$ cat config.mk
export PLATFORM = sky130hd
export DESIGN_NAME = logic_formula_tokenizer_top
export DESIGN_NICKNAME = d
export VERILOG_FILES = /design/src/rtl/lft_pkg.sv /design/src/rtl/lft_fifo.sv /design/src/rtl/lft_front.sv /design/src/rtl/lft_back.sv /design/src/rtl/logic_formula_tokenizer_top.sv
export SDC_FILE = /design/constraint.sdc
export NUM_CORES = 2
export LEC_CHECK = 0
export ABC_AREA = 1
export BUFFER_PORTS_ARGS = -buffer_cell sky130_fd_sc_hd__buf_2
export CAP_MARGIN = 30
export CORE_ASPECT_RATIO = 0.7
export CORE_MARGIN = 10
export CORE_UTILIZATION = 47
export CTS_CLUSTER_DIAMETER = 60
export DETAILED_ROUTE_END_ITERATION = 7
export PLACE_DENSITY = 0.62
export SLEW_MARGIN = 20
export SYNTH_ARGS = -nofsm -noshare
export SYNTH_HDL_FRONTEND = slang
export SYNTH_SLANG_ARGS = --single-unit
$ cat constraint.sdc
create_clock -name clock -period 25.3 [get_ports clock]
set_input_delay 1.265 -clock clock [delete_from_list [all_inputs] [get_ports clock]]
set_output_delay 1.265 -clock clock [all_outputs]
set_load 0.02 [all_outputs]
$ cat src/rtl/lft_pkg.sv
// Shared types, codes and byte decode functions for the logic formula tokenizer.
`default_nettype none

package lft_pkg;

   localparam logic [3:0] K_EOF    = 4'd0;
   localparam logic [3:0] K_BAD    = 4'd1;
   localparam logic [3:0] K_SEMI   = 4'd2;
   localparam logic [3:0] K_OPEN   = 4'd3;
   localparam logic [3:0] K_CLOSE  = 4'd4;
   localparam logic [3:0] K_TRUE   = 4'd5;
   localparam logic [3:0] K_FALSE  = 4'd6;
   localparam logic [3:0] K_VAR    = 4'd7;
   localparam logic [3:0] K_IMPL   = 4'd8;
   localparam logic [3:0] K_BICOND = 4'd9;
   localparam logic [3:0] K_AND    = 4'd10;
   localparam logic [3:0] K_OR     = 4'd11;
   localparam logic [3:0] K_XOR    = 4'd12;
   localparam logic [3:0] K_NOT    = 4'd13;

   localparam logic [7:0] CHAR_NUL   = 8'h00;
   localparam logic [7:0] CHAR_LF    = 8'h0A;
   localparam logic [7:0] CHAR_SEMI  = 8'h3B;
   localparam logic [7:0] CHAR_OPEN  = 8'h28;
   localparam logic [7:0] CHAR_CLOSE = 8'h29;
   localparam logic [7:0] CHAR_UNDER = 8'h5F;
   localparam logic [7:0] CHAR_T     = 8'h74;
   localparam logic [7:0] CHAR_F     = 8'h66;

   localparam logic [7:0] BYTE_E2 = 8'hE2;
   localparam logic [7:0] BYTE_C2 = 8'hC2;
   localparam logic [7:0] BYTE_86 = 8'h86;
   localparam logic [7:0] BYTE_92 = 8'h92;
   localparam logic [7:0] BYTE_94 = 8'h94;
   localparam logic [7:0] BYTE_88 = 8'h88;
   localparam logic [7:0] BYTE_A7 = 8'hA7;
   localparam logic [7:0] BYTE_A8 = 8'hA8;
   localparam logic [7:0] BYTE_8A = 8'h8A;
   localparam logic [7:0] BYTE_BB = 8'hBB;
   localparam logic [7:0] BYTE_AC = 8'hAC;
   localparam logic [7:0] BYTE_HIGH_MASK = 8'h80;

   typedef struct packed {
      logic alpha;
      logic digit;
      logic space;
      logic under;
   } lft_class_type;

   typedef struct packed {
      logic lane0;
      logic lane1;
   } lft_wr_type;

   function automatic lft_class_type lft_classify(input logic [7:0] c);
      lft_class_type cls;
      cls.alpha = c inside {[8'h61:8'h7A], [8'h41:8'h5A]};
      cls.digit = c inside {[8'h30:8'h39]};
      cls.space = c inside {8'h20, [8'h09:8'h0D]};
      cls.under = (c == CHAR_UNDER);
      return cls;
   endfunction

   function automatic logic [7:0] lft_kw_letter(input logic is_t, input logic [2:0] p);
      logic [7:0] ch;
      case ({is_t, p})
         4'b1000: ch = 8'h74;
         4'b1001: ch = 8'h72;
         4'b1010: ch = 8'h75;
         4'b1011: ch = 8'h65;
         4'b0000: ch = 8'h66;
         4'b0001: ch = 8'h61;
         4'b0010: ch = 8'h6C;
         4'b0011: ch = 8'h73;
         4'b0100: ch = 8'h65;
         default: ch = CHAR_NUL;
      endcase
      return ch;
   endfunction

   function automatic logic [3:0] lft_glyph_kind(input logic [7:0] second,
                                                 input logic [7:0] third);
      logic [3:0] k;
      k = K_BAD;
      if (second == BYTE_86 && third == BYTE_92) k = K_IMPL;
      else if (second == BYTE_86 && third == BYTE_94) k = K_BICOND;
      else if (second == BYTE_88 && third == BYTE_A7) k = K_AND;
      else if (second == BYTE_88 && third == BYTE_A8) k = K_OR;
      else if (second == BYTE_8A && third == BYTE_BB) k = K_XOR;
      return k;
   endfunction

endpackage

`default_nettype wire

$ cat src/rtl/lft_fifo.sv
// Small register queue with two write lanes and one read port.
`default_nettype none

module lft_fifo import lft_pkg::*; #(
   parameter int WIDTH = 8,
   parameter int DEPTH = 4
) (
   input  wire logic                     clock,
   input  wire logic                     reset,
   input  wire lft_wr_type               wr,
   input  wire logic [WIDTH-1:0]         wr_data0,
   input  wire logic [WIDTH-1:0]         wr_data1,
   input  wire logic                     rd_en,
   output logic [WIDTH-1:0]              rd_data,
   output logic                          empty,
   output logic                          full,
   output logic [$clog2(DEPTH):0]        free
);

   localparam int PTR_W = $clog2(DEPTH);
   localparam int CNT_W = PTR_W + 1;

   logic [WIDTH-1:0] mem_ff [DEPTH];
   logic [PTR_W-1:0] wr_ptr_ff, wr_ptr_in;
   logic [PTR_W-1:0] rd_ptr_ff, rd_ptr_in;
   logic [CNT_W-1:0] count_ff, count_in;
   logic [CNT_W-1:0] n_wr;
   logic             rd_go;

   assign empty   = (count_ff == '0);
   assign full    = (count_ff == CNT_W'(DEPTH));
   assign free    = CNT_W'(DEPTH) - count_ff;
   assign rd_data = mem_ff[rd_ptr_ff];
   assign rd_go   = rd_en && !empty;
   assign n_wr    = CNT_W'(wr.lane0) + CNT_W'(wr.lane1);

   always_comb begin
      wr_ptr_in = wr_ptr_ff + PTR_W'(n_wr);
      rd_ptr_in = rd_ptr_ff + PTR_W'(rd_go);
      count_in  = count_ff + n_wr - CNT_W'(rd_go);
   end

   always_ff @(posedge clock) begin
      if (reset) begin
         wr_ptr_ff <= '0;
         rd_ptr_ff <= '0;
         count_ff  <= '0;
      end else begin
         wr_ptr_ff <= wr_ptr_in;
         rd_ptr_ff <= rd_ptr_in;
         count_ff  <= count_in;
      end
   end

   always_ff @(posedge clock) begin
      if (wr.lane0) begin
         mem_ff[wr_ptr_ff] <= wr_data0;
      end
      if (wr.lane1) begin
         mem_ff[wr_ptr_ff + PTR_W'(1)] <= wr_data1;
      end
   end

endmodule

`default_nettype wire

$ cat src/rtl/lft_front.sv
// Front end: byte intake, character classing and position tracking.
`default_nettype none

module lft_front import lft_pkg::*; #(
   parameter int OFFSET_BITS = 32,
   parameter int ROW_BITS    = 24,
   parameter int COLUMN_BITS = 16
) (
   input  wire logic                     clock,
   input  wire logic                     reset,
   input  wire logic                     push,
   input  wire logic                     full,
   input  wire logic [7:0]               in_byte,
   output lft_wr_type                    wr,
   output logic [8+4+2*(OFFSET_BITS+ROW_BITS+COLUMN_BITS)-1:0] wr_data
);

   localparam int POS_W = OFFSET_BITS + ROW_BITS + COLUMN_BITS;

   logic [POS_W-1:0]       cur_ff, cur_in;
   logic [POS_W-1:0]       prev_ff;
   logic [OFFSET_BITS-1:0] off, off_in;
   logic [ROW_BITS-1:0]    row, row_in;
   logic [COLUMN_BITS-1:0] col, col_in;
   lft_class_type          cls;
   logic                   accept;

   assign accept = push && !full;
   assign cls    = lft_classify(in_byte);
   assign off    = cur_ff[POS_W-1 -: OFFSET_BITS];
   assign row    = cur_ff[COLUMN_BITS +: ROW_BITS];
   assign col    = cur_ff[COLUMN_BITS-1:0];

   // advance with saturation
   always_comb begin
      off_in = (off != '1) ? off + 1'b1 : off;
      row_in = row;
      col_in = col;
      if (in_byte == CHAR_LF) begin
         col_in = COLUMN_BITS'(1);
         if (row != '1) begin
            row_in = row + 1'b1;
         end
      end else if ((in_byte & BYTE_HIGH_MASK) == CHAR_NUL && col != '1) begin
         col_in = col + 1'b1;
      end
      cur_in = {off_in, row_in, col_in};
   end

   always_ff @(posedge clock) begin
      if (reset) begin
         cur_ff  <= {OFFSET_BITS'(0), ROW_BITS'(1), COLUMN_BITS'(1)};
         prev_ff <= {OFFSET_BITS'(0), ROW_BITS'(1), COLUMN_BITS'(1)};
      end else if (accept) begin
         cur_ff  <= cur_in;
         prev_ff <= cur_ff;
      end
   end

   assign wr.lane0 = accept;
   assign wr.lane1 = 1'b0;
   assign wr_data  = {in_byte, cls, cur_ff, prev_ff};

endmodule

`default_nettype wire

$ cat src/rtl/lft_back.sv
// Back end: token scanner that turns classed bytes into result tokens.
`default_nettype none

module lft_back import lft_pkg::*; #(
   parameter int OFFSET_BITS = 32,
   parameter int ROW_BITS    = 24,
   parameter int COLUMN_BITS = 16,
   parameter int FREE_W      = 3
) (
   input  wire logic                     clock,
   input  wire logic                     reset,
   input  wire logic                     in_empty,
   input  wire logic [8+4+2*(OFFSET_BITS+ROW_BITS+COLUMN_BITS)-1:0] in_data,
   output logic                          in_pop,
   input  wire logic [FREE_W-1:0]        out_free,
   output lft_wr_type                    out_wr,
   output logic [4+2*(OFFSET_BITS+ROW_BITS+COLUMN_BITS)+1-1:0] out_data0,
   output logic [4+2*(OFFSET_BITS+ROW_BITS+COLUMN_BITS)+1-1:0] out_data1,
   output logic                          halted
);

   localparam int POS_W   = OFFSET_BITS + ROW_BITS + COLUMN_BITS;
   localparam int ENTRY_W = 8 + 4 + 2 * POS_W;

   localparam logic [2:0] M_IDLE  = 3'd0;
   localparam logic [2:0] M_IDENT = 3'd1;
   localparam logic [2:0] M_TRUE  = 3'd2;
   localparam logic [2:0] M_FALSE = 3'd3;
   localparam logic [2:0] M_E2A   = 3'd4;
   localparam logic [2:0] M_E2B   = 3'd5;
   localparam logic [2:0] M_C2    = 3'd6;

   logic [2:0]       mode_ff, mode_in;
   logic [2:0]       kw_ff, kw_in;
   logic [7:0]       second_ff, second_in;
   logic [POS_W-1:0] start_ff, start_in;
   logic             halted_ff, halted_in;

   logic [7:0]       c;
   lft_class_type    cls;
   logic [POS_W-1:0] cur, prev;
   logic             alnum, word_ch, is_t;
   logic [2:0]       kw_len;
   logic [3:0]       gk;

   logic             id_emit, id_mark, id_halt;
   logic [3:0]       id_kind;
   logic [2:0]       id_mode, id_kw;

   logic             pend_emit, run_idle, bad_start, idle_emit, go, act;
   logic [3:0]       pend_kind;
   logic [POS_W-1:0] pend_end;

   assign c     = in_data[ENTRY_W-1 -: 8];
   assign cls   = lft_class_type'(in_data[ENTRY_W-9 -: 4]);
   assign cur   = in_data[2*POS_W-1 -: POS_W];
   assign prev  = in_data[POS_W-1:0];
   assign alnum   = cls.alpha || cls.digit;
   assign word_ch = alnum || cls.under;
   assign is_t    = (mode_ff == M_TRUE);
   assign kw_len  = is_t ? 3'd4 : 3'd5;
   assign gk      = lft_glyph_kind(second_ff, c);

   assign go     = !in_empty && (out_free >= FREE_W'(2));
   assign act    = go && !halted_ff;
   assign in_pop = go;
   assign halted = halted_ff;

   // byte seen between tokens
   always_comb begin
      id_emit = 1'b0;
      id_kind = K_EOF;
      id_mode = M_IDLE;
      id_kw   = 3'd0;
      id_mark = 1'b0;
      id_halt = 1'b0;
      if (c == CHAR_NUL) begin
         id_emit = 1'b1;
         id_kind = K_EOF;
         id_halt = 1'b1;
      end else if (cls.space) begin
         id_emit = 1'b0;
      end else if (c == CHAR_SEMI) begin
         id_emit = 1'b1;
         id_kind = K_SEMI;
      end else if (c == CHAR_OPEN) begin
         id_emit = 1'b1;
         id_kind = K_OPEN;
      end else if (c == CHAR_CLOSE) begin
         id_emit = 1'b1;
         id_kind = K_CLOSE;
      end else if (c == CHAR_T) begin
         id_mode = M_TRUE;
         id_kw   = 3'd1;
         id_mark = 1'b1;
      end else if (c == CHAR_F) begin
         id_mode = M_FALSE;
         id_kw   = 3'd1;
         id_mark = 1'b1;
      end else if (cls.alpha || cls.under) begin
         id_mode = M_IDENT;
         id_mark = 1'b1;
      end else if (c == BYTE_E2) begin
         id_mode = M_E2A;
         id_mark = 1'b1;
      end else if (c == BYTE_C2) begin
         id_mode = M_C2;
         id_mark = 1'b1;
      end else begin
         id_emit = 1'b1;
         id_kind = K_BAD;
         id_halt = 1'b1;
      end
   end

   always_comb begin
      mode_in   = mode_ff;
      kw_in     = kw_ff;
      second_in = second_ff;
      start_in  = start_ff;
      halted_in = halted_ff;
      pend_emit = 1'b0;
      pend_kind = K_VAR;
      pend_end  = prev;
      run_idle  = 1'b0;
      bad_start = 1'b0;
      case (mode_ff)
         M_IDENT: begin
            if (!word_ch) begin
               pend_emit = 1'b1;
               run_idle  = 1'b1;
            end
         end
         M_TRUE, M_FALSE: begin
            if (kw_ff >= kw_len) begin
               if (alnum) begin
                  mode_in = M_IDENT;
                  kw_in   = 3'd0;
               end else begin
                  pend_emit = 1'b1;
                  pend_kind = is_t ? K_TRUE : K_FALSE;
                  run_idle  = 1'b1;
               end
            end else if (c == lft_kw_letter(is_t, kw_ff)) begin
               kw_in = kw_ff + 3'd1;
            end else if (word_ch) begin
               mode_in = M_IDENT;
               kw_in   = 3'd0;
            end else begin
               pend_emit = 1'b1;
               run_idle  = 1'b1;
            end
         end
         M_E2A: begin
            if (c inside {BYTE_86, BYTE_88, BYTE_8A}) begin
               second_in = c;
               mode_in   = M_E2B;
            end else begin
               bad_start = 1'b1;
            end
         end
         M_E2B: begin
            second_in = CHAR_NUL;
            if (gk == K_BAD) begin
               bad_start = 1'b1;
            end else begin
               pend_emit = 1'b1;
               pend_kind = gk;
               pend_end  = cur;
               mode_in   = M_IDLE;
            end
         end
         M_C2: begin
            if (c == BYTE_AC) begin
               pend_emit = 1'b1;
               pend_kind = K_NOT;
               pend_end  = cur;
               mode_in   = M_IDLE;
            end else begin
               bad_start = 1'b1;
            end
         end
         default: begin
            run_idle = 1'b1;
         end
      endcase
      if (bad_start) begin
         pend_emit = 1'b1;
         pend_kind = K_BAD;
         pend_end  = start_ff;
         halted_in = 1'b1;
         mode_in   = M_IDLE;
      end
      if (run_idle) begin
         mode_in = id_mode;
         kw_in   = id_kw;
         if (id_mark) begin
            start_in = cur;
         end
         if (id_halt) begin
            halted_in = 1'b1;
         end
      end
   end

   assign idle_emit    = run_idle && id_emit;
   assign out_wr.lane0 = act && (pend_emit || idle_emit);
   assign out_wr.lane1 = act && pend_emit && idle_emit;
   assign out_data1    = {id_kind, cur, cur, 1'b1};
   assign out_data0    = pend_emit ? {pend_kind, start_ff, pend_end, !idle_emit}
                                   : out_data1;

   always_ff @(posedge clock) begin
      if (reset) begin
         mode_ff   <= M_IDLE;
         kw_ff     <= 3'd0;
         halted_ff <= 1'b0;
      end else if (act) begin
         mode_ff   <= mode_in;
         kw_ff     <= kw_in;
         halted_ff <= halted_in;
      end
   end

   always_ff @(posedge clock) begin
      if (act) begin
         second_ff <= second_in;
         start_ff  <= start_in;
      end
   end

endmodule

`default_nettype wire

$ cat src/rtl/logic_formula_tokenizer_top.sv
// Top level of the logic formula tokenizer: front end, byte queue, scanner, result queue.
//
//   channel  | ports                             | direction | transfer when
//   ---------+-----------------------------------+-----------+------------------
//   bytes    | push, full, req_in_byte           | in        | push && !full
//   tokens   | empty, pop, rsp_*                 | out       | pop && !empty
//
// The scanner takes one byte a cycle from the byte queue, save while held as below.
// A byte gives 0, 1 or 2 tokens, written into the result queue together.
// A token enters the result queue when the scanner takes the byte that completes it.
// The scanner holds while the result queue has fewer than two free slots.
// Synchronous reset clears all control state; no clearing sweep is needed.
// After end of input or a bad token, later bytes are taken and dropped until reset.
`default_nettype none

module logic_formula_tokenizer_top import lft_pkg::*; #(
   parameter int OFFSET_BITS = 32,
   parameter int ROW_BITS    = 24,
   parameter int COLUMN_BITS = 16
) (
   input  wire logic        clock,
   input  wire logic        reset,
   input  wire logic        push,
   output logic             full,
   input  wire logic [7:0]  req_in_byte,
   output logic             empty,
   input  wire logic        pop,
   output logic [3:0]       rsp_token_kind,
   output logic [31:0]      rsp_begin_offset,
   output logic [31:0]      rsp_end_offset,
   output logic [23:0]      rsp_begin_row,
   output logic [15:0]      rsp_begin_column,
   output logic [23:0]      rsp_end_row,
   output logic [15:0]      rsp_end_column,
   output logic             rsp_last_of_run
);

   localparam int POS_W   = OFFSET_BITS + ROW_BITS + COLUMN_BITS;
   localparam int ENTRY_W = 8 + 4 + 2 * POS_W;
   localparam int TOK_W   = 4 + 2 * POS_W + 1;
   localparam int BQ_DEPTH = 4;
   localparam int RQ_DEPTH = 4;
   localparam int BQ_FREE_W = $clog2(BQ_DEPTH) + 1;
   localparam int RQ_FREE_W = $clog2(RQ_DEPTH) + 1;

   lft_wr_type             bq_wr;
   logic [ENTRY_W-1:0]     bq_wd, bq_rd;
   logic                   bq_empty, bq_pop;
   logic [BQ_FREE_W-1:0]   bq_free;

   lft_wr_type             rq_wr;
   logic [TOK_W-1:0]       rq_wd0, rq_wd1, rq_rd;
   logic                   rq_full;
   logic [RQ_FREE_W-1:0]   rq_free;
   logic                   bk_halted;

   logic [POS_W-1:0]       beg_pos, end_pos;

   lft_front #(
      .OFFSET_BITS(OFFSET_BITS),
      .ROW_BITS(ROW_BITS),
      .COLUMN_BITS(COLUMN_BITS)
   ) u_front (
      .clock(clock),
      .reset(reset),
      .push(push),
      .full(full),
      .in_byte(req_in_byte),
      .wr(bq_wr),
      .wr_data(bq_wd)
   );

   lft_fifo #(
      .WIDTH(ENTRY_W),
      .DEPTH(BQ_DEPTH)
   ) u_byte_q (
      .clock(clock),
      .reset(reset),
      .wr(bq_wr),
      .wr_data0(bq_wd),
      .wr_data1(bq_wd),
      .rd_en(bq_pop),
      .rd_data(bq_rd),
      .empty(bq_empty),
      .full(full),
      .free(bq_free)
   );

   lft_back #(
      .OFFSET_BITS(OFFSET_BITS),
      .ROW_BITS(ROW_BITS),
      .COLUMN_BITS(COLUMN_BITS),
      .FREE_W(RQ_FREE_W)
   ) u_back (
      .clock(clock),
      .reset(reset),
      .in_empty(bq_empty),
      .in_data(bq_rd),
      .in_pop(bq_pop),
      .out_free(rq_free),
      .out_wr(rq_wr),
      .out_data0(rq_wd0),
      .out_data1(rq_wd1),
      .halted(bk_halted)
   );

   lft_fifo #(
      .WIDTH(TOK_W),
      .DEPTH(RQ_DEPTH)
   ) u_result_q (
      .clock(clock),
      .reset(reset),
      .wr(rq_wr),
      .wr_data0(rq_wd0),
      .wr_data1(rq_wd1),
      .rd_en(pop),
      .rd_data(rq_rd),
      .empty(empty),
      .full(rq_full),
      .free(rq_free)
   );

   assign beg_pos = rq_rd[2*POS_W:POS_W+1];
   assign end_pos = rq_rd[POS_W:1];

   assign rsp_token_kind   = rq_rd[TOK_W-1 -: 4];
   assign rsp_begin_offset = 32'(beg_pos[POS_W-1 -: OFFSET_BITS]);
   assign rsp_begin_row    = 24'(beg_pos[COLUMN_BITS +: ROW_BITS]);
   assign rsp_begin_column = 16'(beg_pos[COLUMN_BITS-1:0]);
   assign rsp_end_offset   = 32'(end_pos[POS_W-1 -: OFFSET_BITS]);
   assign rsp_end_row      = 24'(end_pos[COLUMN_BITS +: ROW_BITS]);
   assign rsp_end_column   = 16'(end_pos[COLUMN_BITS-1:0]);
   assign rsp_last_of_run  = rq_rd[0];

   a_room_for_tokens: assert property (@(posedge clock) disable iff (reset)
      rq_wr.lane0 |-> (rq_free >= RQ_FREE_W'(2)) && !rq_full)
      else $error("token written without two free result slots");

   a_silent_when_halted: assert property (@(posedge clock) disable iff (reset)
      bk_halted |-> !rq_wr.lane0 && !rq_wr.lane1)
      else $error("token written after end of input");

   a_eof_halts: assert property (@(posedge clock) disable iff (reset)
      (rq_wr.lane0 && rq_wd0[TOK_W-1 -: 4] == K_EOF) |=> bk_halted)
      else $error("end of input did not stop the scanner");

   a_byte_queued: assert property (@(posedge clock) disable iff (reset)
      (push && !full) |=> !bq_empty || (bq_free != '0 && $past(bq_pop)))
      else $error("accepted byte lost before the scanner");

endmodule

`default_nettype wire

==> Yosys cells after proc, flatten, opt, wreduce, memory -nomap -nowiden <==
Memories as Yosys holds them, arrays and structs flattened. A register that Yosys moved wholly into a read port is not among the register bits.
Cells that the tools add are included.
Widths: inputs -> output; s select.
{ "op_classes": {"muxes": 116, "addsub": 15, "reduce_logical": 49, "eq_ne": 42, "order_cmp": 10} }
{ "ops": {"columns": ["cell", "count"], "rows": [
  ["$mux 72", 3],
  ["$mux 149", 1],
  ["$pmux 72 s2", 1],
  ["$eq 8x8->1 const B", 14],
  ["$mux 3", 31],
  ["$mux 4", 19],
  ["$mux 1", 47],
  ["$add 32x1->32 const B", 1],
  ["$eq 8x6->1 const B", 4],
  ["$mux 16", 2],
  ["$ne 32x32->1 const B", 1],
  ["$add 24x1->24 const B", 1],
  ["$eq 8x7->1 const B", 3],
  ["$mux 8", 3],
  ["$ne 24x24->1 const B", 1],
  ["$logic_and 1x1->1", 19],
  ["$add 16x1->16 const B", 1],
  ["$ge 8x7->1 const B", 2],
  ["$le 8x7->1 const B", 2],
  ["$logic_not 8->1", 2],
  ["$ne 16x16->1 const B", 1],
  ["$pmux 8 s2", 1],
  ["$eq 3x3->1 const B", 4],
  ["$pmux 3 s4", 1],
  ["other kinds (43)", 67]
]} }
{ "word_totals": {"input_bits": 12, "mem_bits_rw": 1220, "ff_bits": 245, "rom_bits": 112, "n_memories": 3} }
{ "memory_table": {"columns": ["memory", "depth", "width", "rd", "rd_ports_with_merged_regs", "wr", "line_no", "text"], "rows": [
  ["u_byte_q.mem_ff", 4, 156, 1, 1, 1, "lft_fifo.sv:23", "logic [WIDTH-1:0] mem_ff [DEPTH];"],
  ["u_result_q.mem_ff", 4, 149, 1, 1, 2, "lft_fifo.sv:23", null],
  ["(no name shown)", 16, 7, 1, 0, 0, "lft_pkg.sv:66", "case ({is_t, p})"]
]} }

==> Longest topological paths before layout <==
{ "depth": {"word_depth": 17, "mapped_depth": 28} }

==> Cells and area by module <==
Synthesis repeated with hierarchy kept, for this count alone.
{ "unflattened": {"hier_cells": 8685, "area_unflattened_um2": 75572.5} }
{ "modules_own_cells": {"columns": ["module", "n_inst", "area_per_inst_um2", "cells_each"], "rows": [
  ["lft_fifo at u_byte_q", 1, 30546.8, 3272],
  ["lft_fifo at u_result_q", 1, 29250.6, 3131],
  ["lft_back", 1, 8599.5, 1226],
  ["lft_front", 1, 7175.6, 1056]
]} }

==> Worst setup path after synthesis <==
OpenSTA, ideal clock, no wires.
{ "synth_path": {"kind": "input -> register", "from": "in push", "to": "mem u_byte_q.mem_ff[0][0] (netlist bit), enable pin", "stages": 5, "t_required_ns": 24.436, "path_slack_ns": 12.161, "t_arrival_ns": 12.275, "setup_time_ns": 0.864, "n_path_buf": 1, "cell_sequence": "inv_1 -> nor2_1 -> inv_1 -> buf_1 -> nor3_1"} }
{ "synth_between": {"elab_chain_cells": 3} }
{ "synth_rtl": {"columns": ["element", "line_no", "text"], "rows": [
  ["from (decl)", "logic_formula_tokenizer_top.sv:23", "input wire logic push,"],
  ["$logic_and 1x1->1", "lft_front.sv:28", "assign accept = push && !full;"],
  ["$mux 1", "lft_fifo.sv:56", "if (wr.lane0) begin"],
  ["$mux 1 (implied by the code)", "lft_fifo.sv:57", "mem_ff[wr_ptr_ff] <= wr_data0;"],
  ["to (decl)", "lft_fifo.sv:23", null]
]} }
Every way passes these cells.

==> impl_metrics.csv <==
group,metric,value,unit
layout,finalNonFillerCells,8644,
clocking,ctsHoldBuffers,0,
clocking,cts_buffers,148,
route,dr.pass1.iters,7,
clocking,cts_tree,"yes",
die,die_height,332,µm
timing,setup_violations,0,
die,die_area,154000,µm²
die,core.rowCount,114,
timing,hold_slack,0.475,ns
clocking,worst_skew_pair.late_latency,0.79,ns
timing,rsz0062_at_grt,"false",
clocking,cts_setup_buffers,0,
route,drt_iter0_markers,6393,
worst_setup_path,startpoint_type,"flop",
worst_setup_path,critPathRequiredTime,25.71,ns
timing,maxSlewViolCount,0,
timing,hold_violations,0,
layout,area_growth,10.9,%
timing,fin_tns_setup,0,ns
route,routedWlPerCell,23.0,µm
die,fp.coreArea,138000,µm²
synth,syn_nets,6694,
worst_setup_path,slowest_delay,0.78,ns
global_routing,grt_start_max_net_pins,204,
timing,clock-skew-final,0.0362,ns
worst_setup_path,cp_max_fo,75,
route,drc,0,
synth,synth_compound_area_share,9.81,%
place,hpwlAfterDp,120,mm
job,maxCapViolCount,0,
clocking,cts_resized,0,
place,numPlacedInstances,8362,
global_routing,grt_pass1_wl,297,mm
global_routing,antenna_found_initial,5,
layout,fin_nets,6713,
synth,synthSimpleGateAreaFrac,20.6,%
worst_setup_path,end_kind,"flop",
place,gp_congestion,0.865,
timing,fin_crit_sh,31.9,%
worst_setup_path,crit_chain,"inv_4, buf_4, nand3_1, nand2_2, nand2_1, nor3_1, nand2_1, nand2_4, nor2_4, buf_4, nand2_4, nand3_4, inv_6, buf_4, nand2_1, nand2_4, buf_16, buf_4, buf_4",
layout,layout-drive-gt1-share,7.79,%
layout,fillCellCount,12200,
min_path,hold_path_class,"flop to flop",
synth,synth.mux.area_fraction,0,%
route,ant_nets,0,
clocking,ctsRootBufferMaster,"clkbuf_16",
place,port_buffers,162,
timing,slew_headroom,24.7,%
clocking,path_clk_slew,0.06,ns
route,viasPerCell,5.80,
global_routing,grt_overflow,0,
power,leakage,27.2,nW
synth,synth_seq_cells,1465,
clocking,cts_buffer_depth,3,
die,start_util,47.2,%
die,die_x,465,µm
timing,tightest_slew,1.13,ns
synth,synth_fa_ha_area_share,0.503,%
worst_setup_path,crit_type,"flop to flop",
power,power_density,122,nW/µm²
synth,yosys_warnings,0,
synth,synth_top_family_by_area,"simple AND/OR/NAND/NOR gates",
synth,async_reset_ff_share,0,%
layout,num_antenna_cells,0,
timing,max_freq,0.124,GHz
synth,synth_xor_area_share,0.282,%
clocking,cts_htree_levels,4,
route,vias,50100,
power,peakVddDrop,0.0794,mV
synth,ys_types,47,
worst_setup_path,worstPathArrival,8.48,ns
synth,ys_seq_area_share,64.9,%
global_routing,grt_pass1_vias,45900,
global_routing,track_usage,24.8,%
status,status,"finished, final reports clean",
synth,syn_inst,6657,
timing,fin_crit,8.06,ns
synth,synthFlopType,"edfxtp_1",
synth,synth_edf_count,1292,
clocking,clock_sinks,1465,
route,routed_wl,199,mm
synth,netlist_area,65200,µm²
worst_setup_path,crit_top_cell,"buf_4",
worst_setup_path,crit_slowest_cell,"buf_4",
die,num_io_pins,163,
synth,avgSynthCellArea,9.79,µm²
[per-layer routing]
layer / track usage (%) / vias to the layer above / part of all wire [%]
li1: - / 23100 / -
met1: 38.3 / 24100 / 45
met2: 35.4 / 2616 / 42
met3: 5.18 / 309 / 11
met4: 6.21 / 4 / 2.1
met5: 0 / - / 0.014
[critical path, delay by kind of cell, from the launching register on]
family | cells | cell delay [ns]
buf+inv | 8 | 4.22
flops | 1 | 0.49
simple gates | 11 | 2.71
[cell usage in the layout (no fill, tap or decap), drive strengths merged, types with 3 or more instances in the layout]
cell / instances
nor3b: 5
nor4: 13
o21ai: 739
xnor2: 8
clkbuf: 212
nor3: 57
o211ai: 3
dfxtp: 173
a31oi: 4
a32o: 5
o21a: 3
nand2: 2046
edfxtp: 1292
a21oi: 134
inv: 189
bufinv: 4
nand4: 18
nor2: 769
buf: 273
a32oi: 5
nand3: 449
o22ai: 285
ha: 23
xor2: 13
clkinv: 50
[registers in the layout, summed over array words and instances (netlist names)]
name,cells
u_byte_q.rd_ptr_ff,2
u_byte_q.mem_ff,624
u_back.start_ff,72
u_front.prev_ff,72
u_back.kw_ff,3
u_back.second_ff,8
u_back.mode_ff,3
u_back.halted,1
u_byte_q.wr_ptr_ff,2
u_front.cur_ff,72
u_result_q.mem_ff,596
u_result_q.wr_ptr_ff,2
u_byte_q.count_ff,3
u_result_q.count_ff,3
u_result_q.rd_ptr_ff,2
[path summary, 6_finish.rpt]
path | start | slack (ns) | to | cells after the start
max | u_byte_q.rd_ptr_ff[1] | 17.24 | u_result_q.mem_ff[0][46] | 19
min reg2reg | u_back.halted | 0.47 | u_back.halted | 2
min | u_back.halted | 0.47 | u_back.halted | 2
max reg2reg | u_byte_q.rd_ptr_ff[1] | 17.24 | u_result_q.mem_ff[0][46] | 19
[synth_stat cells, drive strengths merged, types with 2 or more instances]
library cell	number	share of area [%]
nand2	2046	12
edfxtp	1292	60
nor2	769	4.5
o21ai	739	5.7
nand3	449	3.5
o22ai	285	2.7
clkbuf	274	1.6
inv	185	1.1
dfxtp	173	5.3
buf	138	1.3
a21oi	134	1.0
nor3	57	0.44
ha	23	0.44
nand4	18	0.17
nor4	13	0.12
xor2	13	0.17
xnor2	8	0.11
a32o	5	0.077
a32oi	5	0.067
nor3b	5	0.058
a31oi	4	0.038
o211ai	3	0.035
o21a	3	0.035
a211oi	2	0.023
fa	2	0.061
o2111ai	2	0.027
[through the flow]
| step | area, µm² | utilization (%) | power (mW) | setup WS [ns] |
|---|---|---|---|---|
| finish | 72200 | 52.4 | 8.80 | 17.24 |
| floorplan | 65200 | - | 5.32 | 12.16 |
| global placement | 67300 | 48.8 | 6.58 | 17.26 |
| global route | 72200 | 52.4 | 9.19 | 16.81 |
| detailed placement | 67500 | 48.9 | 6.65 | 17.05 |
| CTS | 72000 | 52.2 | 8.73 | 17.04 |
[cell type report]
cell class	instances	area, µm²	share of cell area [%]
Sequential cell	1465	42300	58.5
Inverter	186	728	1.01
Tap cell	1856	2320	3.21
Clock inverter	58	408	0.565
Timing Repair Buffer	281	1950	2.71
Clock buffer	204	4100	5.68
Multi-Input combinational cell	4594	20500	28.3
[report_power, final]
part,leakage [nW],internal (mW),switching [mW]
sequential,13.0,3.12,0.163
clock,2.21,1.17,0.921
combinational,12.0,0.767,2.65
total,27.2,5.06,3.73
[cell families (layout without fill, tap and decap cells)]
kind of cell / Yosys count / after routing
flip-flops: 1465 / 1465
adder cells (fa/ha/maj): 25 / 25
XOR/XNOR: 21 / 21
AND/OR/NAND/NOR: 3361 / 3361
buffers and inverters: 598 / 729
AO/OA/AOI/OAI: 1187 / 1187
(Power assumes the default switching activity.)
